File: src/design/lr_pkg.sv
`timescale 1ns / 1ps
// ----------------------------------------------------------------------------
// lr_pkg
// Shared widths, codes and the line state record of the line rasterizer.
// ----------------------------------------------------------------------------
package lr_pkg;

    localparam int COORD_BITS = 12;
    localparam int COLOR_BITS = 24;
    localparam int ERR_BITS   = COORD_BITS + 2;

    // input opcodes
    localparam logic OP_START = 1'b0;
    localparam logic OP_STEP  = 1'b1;

    // minor axis step codes, the spare code means no movement
    localparam logic [1:0] MINOR_NONE  = 2'd0;
    localparam logic [1:0] MINOR_PLUS  = 2'd1;
    localparam logic [1:0] MINOR_MINUS = 2'd2;

    typedef logic [COORD_BITS-1:0] t_coord;
    typedef logic [COLOR_BITS-1:0] t_color;
    typedef logic [ERR_BITS-1:0]   t_err;

    typedef struct packed {
        t_coord     cur_x;
        t_coord     cur_y;
        t_coord     major_end;
        t_coord     major_delta;
        t_coord     minor_delta;
        t_err       error_sum;
        logic       x_is_major;
        logic       major_step_neg;
        logic [1:0] minor_step;
        t_color     held_color;
        logic       active;
    } t_line_state;

endpackage

File: src/design/lr_setup.sv
`timescale 1ns / 1ps
// ----------------------------------------------------------------------------
// lr_setup
// Builds a fresh line state from two endpoints and a colour: deltas, major
// axis, step directions and a cleared error sum.
// ----------------------------------------------------------------------------
module lr_setup (
    input  lr_pkg::t_coord      i_start_x,
    input  lr_pkg::t_coord      i_start_y,
    input  lr_pkg::t_coord      i_end_x,
    input  lr_pkg::t_coord      i_end_y,
    input  lr_pkg::t_color      i_line_color,
    output lr_pkg::t_line_state o_state
);
    import lr_pkg::*;

    t_coord w_dx;
    t_coord w_dy;

    assign w_dx = (i_start_x >= i_end_x) ? (i_start_x - i_end_x) : (i_end_x - i_start_x);
    assign w_dy = (i_start_y >= i_end_y) ? (i_start_y - i_end_y) : (i_end_y - i_start_y);

    always_comb begin
        o_state            = '0;
        o_state.cur_x      = i_start_x;
        o_state.cur_y      = i_start_y;
        o_state.held_color = i_line_color;
        o_state.active     = 1'b1;
        // ties go to the y axis
        if (w_dx > w_dy) begin
            o_state.x_is_major     = 1'b1;
            o_state.major_delta    = w_dx;
            o_state.minor_delta    = w_dy;
            o_state.major_end      = i_end_x;
            o_state.major_step_neg = (i_end_x < i_start_x);
            o_state.minor_step     = (i_end_y > i_start_y) ? MINOR_PLUS :
                                     (i_end_y < i_start_y) ? MINOR_MINUS : MINOR_NONE;
        end else begin
            o_state.x_is_major     = 1'b0;
            o_state.major_delta    = w_dy;
            o_state.minor_delta    = w_dx;
            o_state.major_end      = i_end_y;
            o_state.major_step_neg = (i_end_y < i_start_y);
            o_state.minor_step     = (i_end_x > i_start_x) ? MINOR_PLUS :
                                     (i_end_x < i_start_x) ? MINOR_MINUS : MINOR_NONE;
        end
    end

endmodule

File: src/design/lr_step.sv
`timescale 1ns / 1ps
// ----------------------------------------------------------------------------
// lr_step
// One rasterizer step: shows the current pixel; at the last one it goes idle,
// else steps the major axis, and the minor one when the error sum overflows.
// ----------------------------------------------------------------------------
module lr_step (
    input  lr_pkg::t_line_state i_state,
    output lr_pkg::t_line_state o_state,
    output lr_pkg::t_coord      o_pixel_x,
    output lr_pkg::t_coord      o_pixel_y,
    output lr_pkg::t_color      o_pixel_color,
    output logic                o_last_pixel
);
    import lr_pkg::*;

    t_coord w_maj;
    t_coord w_mnr;
    t_coord w_maj_next;
    t_coord w_mnr_next;
    t_err   w_err_add;
    t_err   w_major_len;
    logic   w_overflow;

    assign w_maj = i_state.x_is_major ? i_state.cur_x : i_state.cur_y;
    assign w_mnr = i_state.x_is_major ? i_state.cur_y : i_state.cur_x;

    assign o_pixel_x     = i_state.cur_x;
    assign o_pixel_y     = i_state.cur_y;
    assign o_pixel_color = i_state.held_color;
    assign o_last_pixel  = (w_maj == i_state.major_end);

    assign w_err_add   = i_state.error_sum + {2'b00, i_state.minor_delta} + t_err'(1);
    assign w_major_len = {2'b00, i_state.major_delta} + t_err'(1);
    assign w_overflow  = (w_err_add >= w_major_len);

    assign w_maj_next = i_state.major_step_neg ? (w_maj - t_coord'(1)) : (w_maj + t_coord'(1));

    always_comb begin
        w_mnr_next = w_mnr;
        if (w_overflow) begin
            case (i_state.minor_step)
                MINOR_PLUS:  w_mnr_next = w_mnr + t_coord'(1);
                MINOR_MINUS: w_mnr_next = w_mnr - t_coord'(1);
                default:     w_mnr_next = w_mnr;
            endcase
        end
    end

    always_comb begin
        o_state = i_state;
        if (o_last_pixel) begin
            o_state.active = 1'b0;
        end else begin
            o_state.error_sum = w_overflow ? (w_err_add - w_major_len) : w_err_add;
            if (i_state.x_is_major) begin
                o_state.cur_x = w_maj_next;
                o_state.cur_y = w_mnr_next;
            end else begin
                o_state.cur_y = w_maj_next;
                o_state.cur_x = w_mnr_next;
            end
        end
    end

endmodule

File: src/design/line_rasterizer_core.sv
`timescale 1ns / 1ps
// ----------------------------------------------------------------------------
// line_rasterizer_core
// Integer line rasterizer: a start beat loads a line, each step beat emits
// one pixel of it with its colour and flags the final endpoint.
// ----------------------------------------------------------------------------
//  channel  | handshake                | payload
//  ---------+--------------------------+------------------------------------
//  command  | i_valid / o_stall        | opcode, endpoints, line colour
//  pixel    | o_valid / i_stall        | pixel x, y, colour, last flag
//
//  while o_stall is low one beat a cycle is taken; an accepted beat is loaded
//  into the input register, and from there into the line state and the result
//  register, which offers a step beat's pixel.
//  the line state advances in the same cycle the pixel is registered, so
//  consecutive step beats run at full rate unless the pixel side stalls.
//  reset (synchronous, active low) clears the line state and both valids.
//  a stall on the pixel side holds the result and backs up into o_stall
//  once the input register is full.
// ----------------------------------------------------------------------------
module line_rasterizer_core (
    input  logic           i_clk,
    input  logic           i_rst_n,
    input  logic           i_valid,
    output logic           o_stall,
    input  logic           i_opcode,
    input  lr_pkg::t_coord i_start_x,
    input  lr_pkg::t_coord i_start_y,
    input  lr_pkg::t_coord i_end_x,
    input  lr_pkg::t_coord i_end_y,
    input  lr_pkg::t_color i_line_color,
    output logic           o_valid,
    input  logic           i_stall,
    output lr_pkg::t_coord o_pixel_x,
    output lr_pkg::t_coord o_pixel_y,
    output lr_pkg::t_color o_pixel_color,
    output logic           o_last_pixel
);
    import lr_pkg::*;

    // input register
    logic        r_in_valid;
    logic        r_in_opcode;
    t_coord      r_in_start_x;
    t_coord      r_in_start_y;
    t_coord      r_in_end_x;
    t_coord      r_in_end_y;
    t_color      r_in_color;

    // line state and result register
    t_line_state r_state;
    t_line_state n_state;
    logic        r_out_valid;
    t_coord      r_out_x;
    t_coord      r_out_y;
    t_color      r_out_color;
    logic        r_out_last;

    t_line_state w_setup_state;
    t_line_state w_step_state;
    t_coord      w_pix_x;
    t_coord      w_pix_y;
    t_color      w_pix_color;
    logic        w_pix_last;
    logic        w_out_free;
    logic        w_proc;
    logic        w_emit;
    logic        w_accept;

    lr_setup u_setup (
        .i_start_x    (r_in_start_x),
        .i_start_y    (r_in_start_y),
        .i_end_x      (r_in_end_x),
        .i_end_y      (r_in_end_y),
        .i_line_color (r_in_color),
        .o_state      (w_setup_state)
    );

    lr_step u_step (
        .i_state       (r_state),
        .o_state       (w_step_state),
        .o_pixel_x     (w_pix_x),
        .o_pixel_y     (w_pix_y),
        .o_pixel_color (w_pix_color),
        .o_last_pixel  (w_pix_last)
    );

    assign w_out_free = !r_out_valid || !i_stall;
    assign w_proc     = r_in_valid && w_out_free;
    assign w_emit     = w_proc && (r_in_opcode == OP_STEP) && r_state.active;
    assign o_stall    = r_in_valid && !w_out_free;
    assign w_accept   = i_valid && !o_stall;

    always_comb begin
        n_state = r_state;
        if (w_proc) begin
            if (r_in_opcode == OP_START) begin
                n_state = w_setup_state;
            end else if (r_state.active) begin
                n_state = w_step_state;
            end
        end
    end

    always_ff @(posedge i_clk) begin
        if (!i_rst_n) begin
            r_in_valid  <= 1'b0;
            r_out_valid <= 1'b0;
            r_state     <= '0;
        end else begin
            if (w_accept) begin
                r_in_valid <= 1'b1;
            end else if (w_proc) begin
                r_in_valid <= 1'b0;
            end
            if (w_emit) begin
                r_out_valid <= 1'b1;
            end else if (!i_stall) begin
                r_out_valid <= 1'b0;
            end
            r_state <= n_state;
        end
    end

    always_ff @(posedge i_clk) begin
        if (w_accept) begin
            r_in_opcode  <= i_opcode;
            r_in_start_x <= i_start_x;
            r_in_start_y <= i_start_y;
            r_in_end_x   <= i_end_x;
            r_in_end_y   <= i_end_y;
            r_in_color   <= i_line_color;
        end
        if (w_emit) begin
            r_out_x     <= w_pix_x;
            r_out_y     <= w_pix_y;
            r_out_color <= w_pix_color;
            r_out_last  <= w_pix_last;
        end
    end

    assign o_valid       = r_out_valid;
    assign o_pixel_x     = r_out_x;
    assign o_pixel_y     = r_out_y;
    assign o_pixel_color = r_out_color;
    assign o_last_pixel  = r_out_last;

    // a line only goes idle by emitting its last pixel
    a_idle_on_last: assert property (@(posedge i_clk) disable iff (!i_rst_n)
        $fell(r_state.active) |-> (r_out_valid && r_out_last))
        else $error("line went idle without a last pixel");

    a_last_ends_line: assert property (@(posedge i_clk) disable iff (!i_rst_n)
        (w_emit && w_pix_last) |=> !r_state.active)
        else $error("line still active after last pixel");

    a_err_bound: assert property (@(posedge i_clk) disable iff (!i_rst_n)
        r_state.error_sum <= {2'b00, r_state.major_delta})
        else $error("error sum out of range");

    a_no_stall_empty: assert property (@(posedge i_clk) disable iff (!i_rst_n)
        !r_in_valid |-> !o_stall)
        else $error("stall with empty input register");

endmodule

File: config.mk
export PLATFORM = sky130hd
export DESIGN_NAME = line_rasterizer_core
export DESIGN_NICKNAME = d
export VERILOG_FILES = /design/src/design/lr_pkg.sv /design/src/design/lr_setup.sv /design/src/design/lr_step.sv /design/src/design/line_rasterizer_core.sv
export SDC_FILE = /design/constraint.sdc
export NUM_CORES = 1
export LEC_CHECK = 0
export ABC_AREA = 1
export BUFFER_PORTS_ARGS = -buffer_cell sky130_fd_sc_hd__buf_4
export CORE_MARGIN = 2
export CORE_UTILIZATION = 35
export DETAILED_ROUTE_END_ITERATION = 6
export PLACE_DENSITY = 0.53
export SLEW_MARGIN = 5
export SYNTH_ARGS = -nofsm -noshare
export SYNTH_HDL_FRONTEND = slang
export SYNTH_SLANG_ARGS = --single-unit
File: constraint.sdc
create_clock -name i_clk -period 12.15 [get_ports i_clk]
set_clock_uncertainty 0.15 [all_clocks]
set_input_delay 1.8225 -clock i_clk [delete_from_list [all_inputs] [get_ports i_clk]]
set_output_delay 1.8225 -clock i_clk [all_outputs]
set_load 0.02 [all_outputs]
## After elaboration in Yosys (flattened, before gate mapping)

Cells that the tools add are included.

| storage, ports and cells | value |
|---|---|
| register bits | 227 |
| bits of input ports | 77 |
| output and inout bits | 51 |
| word-level logic and storage cells | 87 |

| operators by class | value |
|---|---|
| $add $sub $neg | 12 |
| magnitude comparators | 8 |
| eq/ne operators | 6 |
| multiplexer cells | 24 |
| bitwise operators | 1 |
| reductions and logical operators | 13 |

Operators with widths:

| kind | number |
|---|---|
| $mux W103 | 2 |
| $mux W12 | 6 |
| $mux W24 | 2 |
| $sub A12 B12 Y12 | 4 |
| $gt A12 B12 Y1 | 3 |
| $mux W36 | 1 |
| $mux W14 | 2 |
| $add A12 B1 Y12 const B | 2 |
| $ge A12 B12 Y1 | 2 |
| $lt A12 B12 Y1 | 2 |
| $pmux W12 S2 | 1 |
| $sub A12 B1 Y12 const B | 2 |
| $add A14 B1 Y14 const B | 1 |
| $add A14 B12 Y14 | 1 |
| $ge A14 B14 Y1 | 1 |
| $sub A14 B14 Y14 | 1 |
| $add A12 B1 Y13 const B | 1 |
| $eq A12 B12 Y1 | 1 |
| $mux W2 | 4 |
| $logic_and A1 B1 Y1 | 5 |
| $mux W1 | 5 |
| $logic_not A1 Y1 | 4 |
| $mux W4 | 1 |
| $ne A2 B1 Y1 const B | 2 |
| 8 further kinds | 8 |

## Logic depth before layout (Yosys ltp)

Gate-level depths: netlist of the first run.

| logic depth | value |
|---|---|
| depth in word-level cells | 8 |
| mapped depth | 28 |
| gate-level depth less buffers | 26 |

## Cells and area by module

Synthesis of the first run repeated with hierarchy kept, for this count alone.

| unflattened totals | value |
|---|---|
| cells, all modules | 2,835 |
| area total of the unflattened synthesis | 18,729.2 µm² |

By module, submodules not included:

| module | times used | cells each | area each (µm²) | sequential area each (µm²) |
|---|---|---|---|---|
| line_rasterizer_core | 1 | 1,136 | 9,442.8 | 5,765.5 |
| lr_step | 1 | 891 | 4,957.3 | 0.0 |
| lr_setup | 1 | 808 | 4,329.2 | 0.0 |

## Least setup slack after synthesis of the first run

No wires, ideal clock.

| timing path | value |
|---|---|
| kind | input to register |
| from | input port i_stall |
| to | register r_state[34] in the netlist's numbering |
| setup time | 0.070 ns |
| arrival | 5.307 ns |
| data required time | 11.930 ns |
| path slack | 6.623 ns |
| stages on the path | 10 |
| path buffers | 1 |
| cell sequence | nand2_1 > inv_1 > nor2_1 > inv_1 > nor2_1 > nand2_1 > inv_1 > buf_2 > o211ai_1 > a21oi_2 |

| between the ends | value |
|---|---|
| cells in the longest elaborated chain, start to end | 4 |

Ends and longest elaborated chain:

| what | line | text |
|---|---|---|
| start: declaration | line_rasterizer_core.sv:33 | `input logic i_stall,` |
| $logic_not A1 Y1 | - |  |
| $logic_or A1 B1 Y1 | line_rasterizer_core.sv:88 | `assign w_out_free = !r_out_valid \|\| !i_stall;` |
| $logic_and A1 B1 Y1 | line_rasterizer_core.sv:89 | `assign w_proc = r_in_valid && w_out_free;` |
| $reduce_and A3 Y1 (no source line) | - |  |
| end signal: assignment | line_rasterizer_core.sv:121 | `r_state <= n_state;` |
| end: declaration | line_rasterizer_core.sv:51 | `t_line_state r_state;` |

No other way between the ends.
A chain may end at the register's enable or synchronous reset.

## Worst setup path after layout of the first run

| timing path | value |
|---|---|
| from | register r_in_start_x[0] |
| to | register r_state[27] in the netlist's numbering |

| between the ends | value |
|---|---|
| cells in the longest elaborated chain, start to end | 5 |
| elaborated cells on any way between the ends | 8 |
| those cells by class | 2 x add/sub; 3 x order compare; 3 x mux |

Ends and longest elaborated chain:

| what | line | text |
|---|---|---|
| start: declaration | line_rasterizer_core.sv:44 | `t_coord r_in_start_x;` |
| start signal: assignment | line_rasterizer_core.sv:128 | `r_in_start_x <= i_start_x;` |
| $sub A12 B12 Y12 or $ge A12 B12 Y1 (tied branches) | lr_setup.sv:20 | `assign w_dx = (i_start_x >= i_end_x) ? (i_start_x - i_end_x) : (i_end_x - i_start_x);` |
| $mux W12 | lr_setup.sv:20 |  |
| $gt A12 B12 Y1 | lr_setup.sv:30 | `if (w_dx > w_dy) begin` |
| $mux W4 (*) | lr_setup.sv:30 |  |
| $mux W103 (*) | line_rasterizer_core.sv:97 | `if (r_in_opcode == OP_START) begin` |

Mark *: on every way between the ends. The rest lies on a longest branch, timed or not.

==> run_results.csv, run 1 <==
group,metric,value,unit
timing,relSlewSlack,36.1,%
worst_hold_path,min_from,"r_state[19]",
clock_tree,ctsResizeCount,0,
pwr,switching_power,998,uW
global_routing,first_global_vias,12800,
floorplanning,die_w,210,um
finish,layout-drive-gt1-share,10.7,%
clock_tree,cts_hold_buf,0,
global_routing,grt_antenna_before_repair,0,
routing,wirelength,45900,um
clock_tree,path_clk_slew,0.07,ns
worst_hold_path,min_path_cells,0,
synthesis,synth_area_leaders,"edfxtp_1 (25%), dfxtp_1 (14%), nand2_1 (13%)",
synthesis,syn_area,0.0149,mm^2
timing,hold_viol_final,0,
global_routing,gr-total-overflow,0,
worst_setup_path,cp-startpoint,"r_in_start_x[0]",
worst_setup_path,crit_fanout,19,
synthesis,synth_ff_type,"edfxtp_1",
worst_setup_path,criticalPathCategory,"flip-flop to flip-flop",
pwr,powerDensity,157,mW/mm^2
worst_setup_path,reg2reg_from,"r_in_start_x[0]",
finish,fillCellCount,4306,
finish,nets,2283,
clock_tree,cts_buffers,27,
pwr,seqPwrFrac,32.9,%
floorplanning,die_h,210,um
global_routing,grt_max_degree,87,
floorplanning,start_util,35.4,%
finish,area_delta_synth_final,16.0,%
timing,setup_viol,0,
worst_setup_path,startpoint_type,"flip-flop",
timing,rsz0062_at_grt,"no",
placed_design,dp_hpwl,35700,um
floorplanning,boundaryPins,128,
worst_hold_path,hp-class,"flip-flop to flip-flop",
finish,seq_area,0.00577,mm^2
routing,vias_per_cell,4.99,
floorplanning,rows,75,
synthesis,yosysSeqAreaShare,38.8,%
routing,ant_nets,0,
clock_tree,post_cts_buffers,0,
synthesis,synth_nets,2183,
pwr,p_comb_share,34.2,%
synthesis,ys_ff_latch,227,
synthesis,synth_cell_types,45,
flow_run,cap_violations,0,
timing,worst_pin_slew,0.957,ns
pwr,internal_power,1.71,mW
synthesis,synth_top_area_share,24.7,%
synthesis,yosysTopAreaCell,"edfxtp_1",
routing,wl_per_cell,17.3,um
run_status,outcome,"complete, no violations",
floorplanning,die_area,0.0441,mm^2
pwr,switching_share,36.9,%
placed_design,gp_congestion,0.940,
worst_setup_path,end_kind,"flip-flop",
clock_tree,ctsRootBufferMaster,"clkbuf_16",
synthesis,syn_avg_cell_area,7.46,um^2
clock_tree,cts.sinks,227,
worst_setup_path,arrival,5.78,ns
timing,fin_crit_sh,45.0,%
global_routing,grt_pass1_wl,71700,um
pwr,power,2.70,mW
timing,fin_tns_setup,0,ns
pwr,clkPwrFrac,32.8,%
synthesis,async_reset_ff_share,0,%
routing,num_vias,13200,
timing,finalMaxSlewViolations,0,
pwr,p_leak,8.30,nW
clock_tree,htreeDepth,1,
placed_design,portBuffers,127,
routing,drc_errors,0,
routing,drt-pass1-iter-count,5,
timing,max_freq,183,MHz
synthesis,synthCells,1991,
finish,fin_util,41.1,%
synthesis,ys.warnings.count,0,
clock_tree,clockBufferDepth,3,
floorplanning,core,0.0419,mm^2
clock_tree,tritoncts,"done",
routing,dr.first_iter.drc_count,773,
finish,multi_input_area,0.00766,mm^2
worst_setup_path,crit_required,12.46,ns
finish,num_antenna_cells,0,
global_routing,grt_use_total,20.7,%
worst_setup_path,r2r.worst_path.cells,25,
pwr,vdd_ir_drop_max,115,uV
clock_tree,clock_latency,0.56,ns
timing,final.min_clock_period,5.47,ns
synthesis,synth-edff-count,122,
## worst max-delay path: stages, from the launching register on
cell	delay, ns
edfxtp_1	0.41
inv_1	0.08
ha_1	0.20
inv_1	0.10
fa_1	0.46
a21oi_1	0.32
nor2_1	0.07
nor2_1	0.10
nand2_1	0.23
inv_1	0.33
nand2_1	0.17
nand2_1	0.10
inv_1	0.04
ha_1	0.31
nand4_1	0.14
nor3_1	0.23
nand2_1	0.09
o2111ai_1	0.08
nand2_1	0.38
nand2_1	0.50
buf_4	0.32
inv_1	0.15
nand2_1	0.09
o21ai_0	0.07
o21ai_0	0.17
inv_1	0.05
## metal layers
layer | up-vias | global-route usage [%] | wire length, um
met5 | - | 0 | 0
met4 | 0 | 6.31 | 1420
met3 | 68 | 2.86 | 2300
met2 | 361 | 32.5 | 20000
met1 | 6141 | 29.5 | 22200
li1 | 6650 | - | -
## area by class of cell
class | count | share of cell area, %
flip-flops and latches | 227 | 33.5
clock inverters | 11 | 0.951
multi-input cells | 1398 | 44.5
clock buffers | 39 | 4.72
repair buffers | 135 | 5.88
well taps | 539 | 3.91
inverters | 302 | 6.61
## synthesized netlist by cell type, types with 3 or more instances
master,number
nand3_1,89
nor2_1,192
nand2_2,14
o21ai_2,3
fa_1,8
xor2_1,64
o211ai_1,22
clkbuf_1,39
a21oi_1,124
ha_1,107
buf_1,4
o21ai_0,139
nand3_2,3
dfxtp_1,105
nand2_1,503
edfxtp_1,122
or2_2,3
nor3_2,3
xnor2_1,16
nand4_1,22
o21bai_1,12
o221ai_1,8
o21ai_1,15
a21o_1,7
buf_6,5
inv_2,5
inv_1,294
buf_2,13
a21oi_2,10
nor3_1,18
## kinds of logic after synthesis
family          share of synthesized area (%)
buf+inv                                  9.70
simple gates                             23.5
fa+ha+maj                                10.1
flops                                    38.8
xor+xnor                                 4.72
compound gates                           13.2
## worst paths after layout
| kind | endpoint | slack (ns) |
|---|---|---|
| max reg2reg | r_state[27] | 6.68 |
| max | r_state[27] | 6.68 |
| min reg2reg | o_pixel_color[18] | 0.27 |
| min | o_pixel_color[18] | 0.27 |
## power groups by stage
stage / Sequential, mW / Clock, mW / Combinational, mW
finish: 0.890 / 0.888 / 0.926
global route: 0.895 / 0.940 / 1.05
CTS: 0.890 / 0.911 / 0.917
detailed placement: 0.906 / 0 / 0.910
global placement: 0.904 / 0 / 0.909
floorplan: 0.894 / 0 / 0.682
## layout by cell type (no fill, tap or decap), types with 3 or more instances in the layout
| master | instances |
|---|---|
| inv_1 | 293 |
| edfxtp_1 | 122 |
| clkbuf_8 | 5 |
| o21ai_1 | 15 |
| o221ai_1 | 8 |
| o21ai_2 | 3 |
| clkbuf_16 | 29 |
| clkbuf_1 | 5 |
| a21oi_2 | 10 |
| inv_2 | 6 |
| nand2_2 | 14 |
| nor3_2 | 3 |
| xnor2_1 | 16 |
| bufinv_16 | 4 |
| nand2_1 | 503 |
| xor2_1 | 64 |
| nand3_2 | 3 |
| fa_1 | 8 |
| dfxtp_1 | 105 |
| nand3_1 | 89 |
| or2_2 | 3 |
| buf_4 | 135 |
| a21o_1 | 7 |
| clkinv_2 | 4 |
| o21bai_1 | 12 |
| ha_1 | 107 |
| nor2_1 | 190 |
| o211ai_1 | 22 |
| nand4_1 | 22 |
| a21oi_1 | 124 |
| o21ai_0 | 139 |
| nor3_1 | 18 |
## through the flow
stage / std cells / hold WS [ns] / instance area (um^2) / setup WS, ns
after floorplan: 1991 / 0.253 / 14900 / 6.62
after global placement: 2601 / 0.257 / 16300 / 6.94
final: 2651 / 0.274 / 17200 / 6.68
after global routing: 2651 / 0.288 / 17200 / 6.21
after detailed placement: 2601 / 0.259 / 16300 / 6.82
after CTS: 2651 / 0.273 / 17200 / 6.78
## flip-flops by register name (all words and copies together), names as in the netlist
| register | flops |
|---|---|
| o_last_pixel | 1 |
| o_pixel_color | 24 |
| o_pixel_x | 12 |
| o_pixel_y | 12 |
| o_valid | 1 |
| r_in_color | 24 |
| r_in_end_x | 12 |
| r_in_end_y | 12 |
| r_in_opcode | 1 |
| r_in_start_x | 12 |
| r_in_start_y | 12 |
| r_in_valid | 1 |
| r_state | 103 |
Note: power is estimated with default switching activity, not from simulation.
==> inputs of run 2 (changes only) <==
--- a/config.mk
+++ b/config.mk
@@ -10,7 +10,7 @@
 export CORE_MARGIN = 2
 export CORE_UTILIZATION = 35
 export DETAILED_ROUTE_END_ITERATION = 6
-export PLACE_DENSITY = 0.53
+export PLACE_DENSITY = 0.54
 export SLEW_MARGIN = 5
 export SYNTH_ARGS = -nofsm -noshare
 export SYNTH_HDL_FRONTEND = slang
==> constraint.sdc (replaced) <==
create_clock -name i_clk -period 4.4 [get_ports i_clk]
set_clock_uncertainty 0.15 [all_clocks]
set_input_delay 0.66 -clock i_clk [delete_from_list [all_inputs] [get_ports i_clk]]
set_output_delay 0.66 -clock i_clk [all_outputs]
set_load 0.02 [all_outputs]
==> run 2 against run 1 <==
Compared with the run above: combinational power increased to 2.9 times the previous value; critical path depth decreased by 1; total power increased to 2.7 times the previous value.
==> run_results.csv, run 2 (synthesized netlist as in run 1, its figures left out) <==
group,metric,value,unit
floorplanning,die_area,0.0441,mm^2
routing,vias_per_cell,4.91,
routing,drc_errors,0,
floorplanning,core,0.0419,mm^2
timing,hold_viol_final,0,
clock_tree,tritoncts,"done",
timing,fin_crit_sh,94.1,%
placed_design,dp_hpwl,36200,um
worst_hold_path,hp-class,"input port to flip-flop",
worst_setup_path,criticalPathCategory,"flip-flop to flip-flop",
routing,ant_nets,0,
routing,wl_per_cell,17.0,um
timing,max_freq,242,MHz
pwr,powerDensity,419,mW/mm^2
run_status,outcome,"complete, no violations",
floorplanning,die_w,210,um
worst_setup_path,arrival,4.48,ns
routing,drt-pass1-iter-count,5,
worst_setup_path,crit_fanout,12,
pwr,p_comb_share,36.5,%
global_routing,grt_use_total,20.2,%
flow_run,cap_violations,0,
finish,layout-drive-gt1-share,12.2,%
clock_tree,cts.sinks,227,
global_routing,first_global_vias,12700,
worst_setup_path,cp-startpoint,"r_in_start_y[2]",
routing,dr.first_iter.drc_count,870,
timing,fin_tns_setup,0,ns
floorplanning,boundaryPins,128,
clock_tree,ctsRootBufferMaster,"clkbuf_16",
pwr,vdd_ir_drop_max,304,uV
pwr,seqPwrFrac,33.8,%
placed_design,portBuffers,127,
routing,num_vias,13200,
placed_design,gp_congestion,0.945,
timing,relSlewSlack,32.8,%
finish,largest-register,"r_state",
finish,layout_commonest_cell,"nand2_1",
global_routing,grt_pass1_wl,69900,um
finish,num_antenna_cells,0,
finish,mostFrequentLayoutCells,"nand2_1 (501), inv_1 (292), nor2_1 (188), buf_4 (165), o21ai_0 (137)",
timing,setup_slack,0.260,ns
global_routing,grt_max_degree,86,
pwr,p_leak,8.40,nW
worst_setup_path,rrSetupSlack,0.26,ns
finish,nets,2315,
timing,finalMaxSlewViolations,0,
worst_setup_path,reg2reg_from,"r_in_start_y[2]",
global_routing,gr-total-overflow,0,
worst_hold_path,min_from,"i_end_x[5]",
timing,rsz0062_at_grt,"no",
pwr,internal_power,4.52,mW
pwr,switching_power,2.77,mW
global_routing,grt_antenna_before_repair,0,
timing,worst_pin_slew,1.01,ns
floorplanning,die_h,210,um
worst_setup_path,startpoint_type,"flip-flop",
routing,wirelength,45700,um
clock_tree,cts_buffers,27,
pwr,switching_share,38.0,%
timing,final.min_clock_period,4.14,ns
timing,setup_viol,0,
finish,area_delta_synth_final,17.1,%
clock_tree,clock_latency,0.56,ns
pwr,clkPwrFrac,29.8,%
floorplanning,rows,75,
clock_tree,htreeDepth,1,
clock_tree,clockBufferDepth,3,
floorplanning,start_util,35.4,%
placed_design,dp_slack,0.164,ns
finish,largest_reg_flops,103,
clock_tree,path_clk_slew,0.07,ns
worst_setup_path,end_kind,"flip-flop",
finish,fillCellCount,4311,
worst_setup_path,crit_required,4.74,ns
==> run 2: cell count changes in the layout (fill, tap and decap cells not counted), sizes merged <==
cell / change
clkbuf: -4
buf: +32
bufinv: -3
clkinv: +3
inv: +3
==> run 2: stage by stage <==
stage                     std cells  area [um^2]  hold WS, ns  utilization, %  power, mW
after floorplan                1991        14900        0.253               -       4.35
after global placement         2633        16500        0.259            39.4       5.11
after detailed placement       2633        16500        0.261            39.4       5.12
after CTS                      2682        17400        0.101            41.4       7.30
after global routing           2682        17400        0.108            41.5       7.78
final                          2682        17400        0.118            41.5       7.29
==> run 2: final cells by class <==
cell class / instances / area (um^2) / area share [%]
multi-input cells: 1398 / 7690 / 44.2
well taps: 539 / 674 / 3.88
clock buffers: 35 / 736 / 4.23
inverters: 302 / 1140 / 6.55
flip-flops and latches: 227 / 5770 / 33.2
repair buffers: 167 / 1280 / 7.35
clock inverters: 14 / 113 / 0.647
==> run 2: power by group through the flow <==
stage	clock [mW]	sequential, mW	combinational (mW)
3_3_place_gp	0	2.50	2.61
3_5_place_dp	0	2.50	2.61
2_1_floorplan	0	2.47	1.88
6_report	2.17	2.46	2.66
4_1_cts	2.22	2.46	2.63
5_1_grt	2.30	2.47	3.00
==> run 2: worst max-delay path, stage by stage, from the launching register on <==
cell and delay, ns:
edfxtp_1 0.39, inv_1 0.18, ha_1 0.28, buf_4 0.17, nand2_1 0.07, nand2_1 0.07, nor2_2 0.19, inv_1 0.10
nand2_1 0.08, nand4_1 0.15, xor2_1 0.20, nand2_1 0.16, nand2_1 0.08, ha_1 0.31, nand4_1 0.14, nor3_1 0.21
nand2_1 0.08, o2111ai_1 0.09, nand2_2 0.15, nor2_1 0.15, buf_4 0.23, nand3_1 0.12, o211ai_1 0.14, nand2_1 0.08
inv_1 0.09
==> run 2: final timing paths <==
path                           end  depth (start not counted)
hold / removal       r_in_end_x[5]                          1
hold reg to reg   o_pixel_color[7]                          0
setup / recovery       r_state[52]                         24
setup reg to reg       r_state[52]                         24
==> run 2: per-layer routing <==
metal	wire, um	global-route usage, %	share of wire (%)	vias to the layer above
li1	-	-	-	6715
met1	22100	28.9	48	6100
met2	20500	32.7	45	318
met4	889	4.43	1.9	0
met5	0	0	0	-
met3	2200	2.52	4.8	48
==> run 2: repair_timing <==
item	CTS	global route
hold buffers	0	0
setup endpoints to repair	0	39
buffers inserted	0	0
endpoints found under the hold margin	0	0
gates resized for setup	0	9
==> inputs of run 3 (changes only) <==
--- a/config.mk
+++ b/config.mk
@@ -11,6 +11,7 @@
 export CORE_UTILIZATION = 35
 export DETAILED_ROUTE_END_ITERATION = 6
 export PLACE_DENSITY = 0.54
+export RECOVER_POWER = 25
 export SLEW_MARGIN = 5
 export SYNTH_ARGS = -nofsm -noshare
 export SYNTH_HDL_FRONTEND = slang
==> run 3 against run 2 <==
Compared with the run above: global-route usage unchanged; sequential cell count did not move; via count hardly changed; non-clock buffer count unchanged; core utilization about the same; largest cell class unchanged; first-iteration DRC count shrank 1.5%; sequential power barely moved; worst setup slack improved by 0.0046 ns; critical path depth shrank 1.
==> run_results.csv, run 3 (synthesized netlist as in run 1, its figures left out) <==
group,metric,value,unit
worst_setup_path,crit_path_cell_trace,"inv_1 > ha_1 > nand2_1 > nor2_1 > nor2_2 > inv_1 > nand2_1 > nand4_1 > xor2_1 > nand2_1 > nand2_1 > ha_1 > nand4_1 > nor3_1 > nand2_1 > o2111ai_1 > nand2_2 > nor2_1 > buf_4 > nand3_1 > o211ai_1 > nand2_1 > inv_1",
worst_setup_path,crit_fanout,12,
floorplanning,rows,75,
routing,drt-pass1-iter-count,5,
clock_tree,cts.sinks,227,
global_routing,first_global_vias,12700,
floorplanning,die_area,0.0441,mm^2
routing,vias_per_cell,4.91,
pwr,p_leak,8.38,nW
finish,final_cell_count_no_fill,2682,
routing,dr.first_iter.drc_count,857,
pwr,clkPwrFrac,29.8,%
clock_tree,clockBufferDepth,3,
floorplanning,boundaryPins,128,
clock_tree,ctsResizeCount,0,
timing,setup_viol,0,
worst_setup_path,cp_common_cell,"nand2_1",
placed_design,gp_congestion,0.945,
finish,num_antenna_cells,0,
worst_setup_path,cp-startpoint,"r_in_start_y[1]",
placed_design,dp.cells,2633,
worst_setup_path,criticalPathCategory,"flip-flop to flip-flop",
timing,max_freq,242,MHz
worst_setup_path,slowest_stage,"edfxtp_1",
timing,fin_tns_setup,0,ns
worst_setup_path,critPathMaxStageDelay,0.47,ns
finish,fin_area,0.0174,mm^2
timing,finalMaxSlewViolations,0,
clock_tree,cts_buffers,27,
worst_hold_path,hold_end,"r_in_start_x[8]",
flow_run,cap_violations,0,
run_status,outcome,"complete, no violations",
worst_hold_path,min_path_cells,1,
routing,ant_nets,0,
clock_tree,clock_latency,0.56,ns
timing,relSlewSlack,32.9,%
global_routing,grt_antenna_before_repair,0,
worst_setup_path,reg2reg_from,"r_in_start_y[1]",
pwr,powerDensity,419,mW/mm^2
worst_setup_path,timing.rr.end,"r_state[52]",
clock_tree,post_cts_buffers,0,
worst_setup_path,path_buf_inv,4,
timing,final.min_clock_period,4.14,ns
worst_setup_path,arrival,4.47,ns
finish,largest_reg_flops,103,
finish,mostFrequentLayoutCells,"nand2_1 (501), inv_1 (292), nor2_1 (188), o21ai_0 (137), a21oi_1 (124)",
pwr,p_comb_share,36.5,%
floorplanning,die_w,210,um
worst_setup_path,end_kind,"flip-flop",
floorplanning,start_util,35.4,%
finish,layout-drive-gt1-share,12.1,%
worst_hold_path,min_from,"i_start_x[8]",
routing,wirelength,45500,um
worst_setup_path,rrSetupSlack,0.26,ns
placed_design,placed_area,0.0165,mm^2
routing,drc_errors,0,
global_routing,grt_max_degree,86,
finish,nets,2315,
floorplanning,core,0.0419,mm^2
timing,rsz0062_at_grt,"no",
clock_tree,ctsRootBufferMaster,"clkbuf_16",
worst_setup_path,crit_family,"simple AND/OR/NAND/NOR gates",
pwr,switching_share,38.0,%
finish,largest-register,"r_state",
clock_tree,cts_hold_buf,0,
routing,wl_per_cell,17.0,um
placed_design,portBuffers,127,
finish,layout_commonest_cell,"nand2_1",
pwr,vdd_ir_drop_max,304,uV
clock_tree,path_clk_slew,0.07,ns
finish,fillCellCount,4312,
global_routing,gr-total-overflow,0,
clock_tree,htreeDepth,1,
timing,worst_pin_slew,1.01,ns
pwr,switching_power,2.77,mW
worst_hold_path,hp-class,"input port to flip-flop",
timing,fin_crit_sh,94.0,%
placed_design,dp_hpwl,36200,um
worst_setup_path,startpoint_type,"flip-flop",
pwr,internal_power,4.52,mW
floorplanning,die_h,210,um
pwr,seqPwrFrac,33.8,%
worst_setup_path,crit_required,4.73,ns
clock_tree,tritoncts,"done",
timing,hold_viol_final,0,
global_routing,grt_pass1_wl,69900,um
routing,num_vias,13200,
global_routing,grt_use_total,20.2,%
worst_setup_path,r2r.worst_path.cells,23,
finish,area_delta_synth_final,17.0,%
## run 3: cell count changes in the layout (fill, tap and decap cells not counted), sizes merged
| cell | previous run | this run |
|---|---|---|
| clkbuf | 35 | 108 |
| buf | 167 | 94 |
## run 3: cell type report
class | instances | area, um^2 | share of cell area [%]
clock buffer | 35 | 736 | 4.23
clock inverter | 14 | 113 | 0.648
inverter | 302 | 1140 | 6.55
multi-input combinational | 1398 | 7690 | 44.2
sequential | 227 | 5770 | 33.2
tap | 539 | 674 | 3.88
timing repair buffer | 167 | 1270 | 7.31
## run 3: power groups by stage
stage               logic (mW)  clock network (mW)  registers, mW
detailed placement        2.61                   0           2.50
global route              3.00                2.30           2.47
CTS                       2.63                2.22           2.46
finish                    2.66                2.17           2.46
global placement          2.61                   0           2.50
floorplan                 1.88                   0           2.47
## run 3: layer usage
metal	part of all wire (%)	wire, um	GRT usage (%)
met2	45	20400	32.7
met5	0	0	0
met4	2.0	903	4.43
met3	4.8	2200	2.52
met1	48	22000	28.9
## run 3: worst max path at each step
| stage | end | slack (ns) | cells after the start |
|---|---|---|---|
| 5_1_grt | r_state[51] | 0.009 | 23 |
| 3_5_place_dp | r_state[67] | 0.16 | 23 |
| 2_1_floorplan | r_state[34] | 0.04 | 10 |
| 6_report | r_state[52] | 0.26 | 23 |
| 3_3_place_gp | r_state[52] | 0.17 | 24 |
| 4_1_cts | r_state[52] | 0.14 | 23 |
## run 3: per-stage QoR
stage	setup WS [ns]	utilization, %	power (mW)	hold slack [ns]
floorplan	0.0355	-	4.35	0.253
global placement	0.175	39.4	5.11	0.259
detailed placement	0.164	39.4	5.12	0.261
CTS	0.138	41.4	7.30	0.101
global route	0.00907	41.4	7.78	0.131
finish	0.264	41.4	7.29	0.144
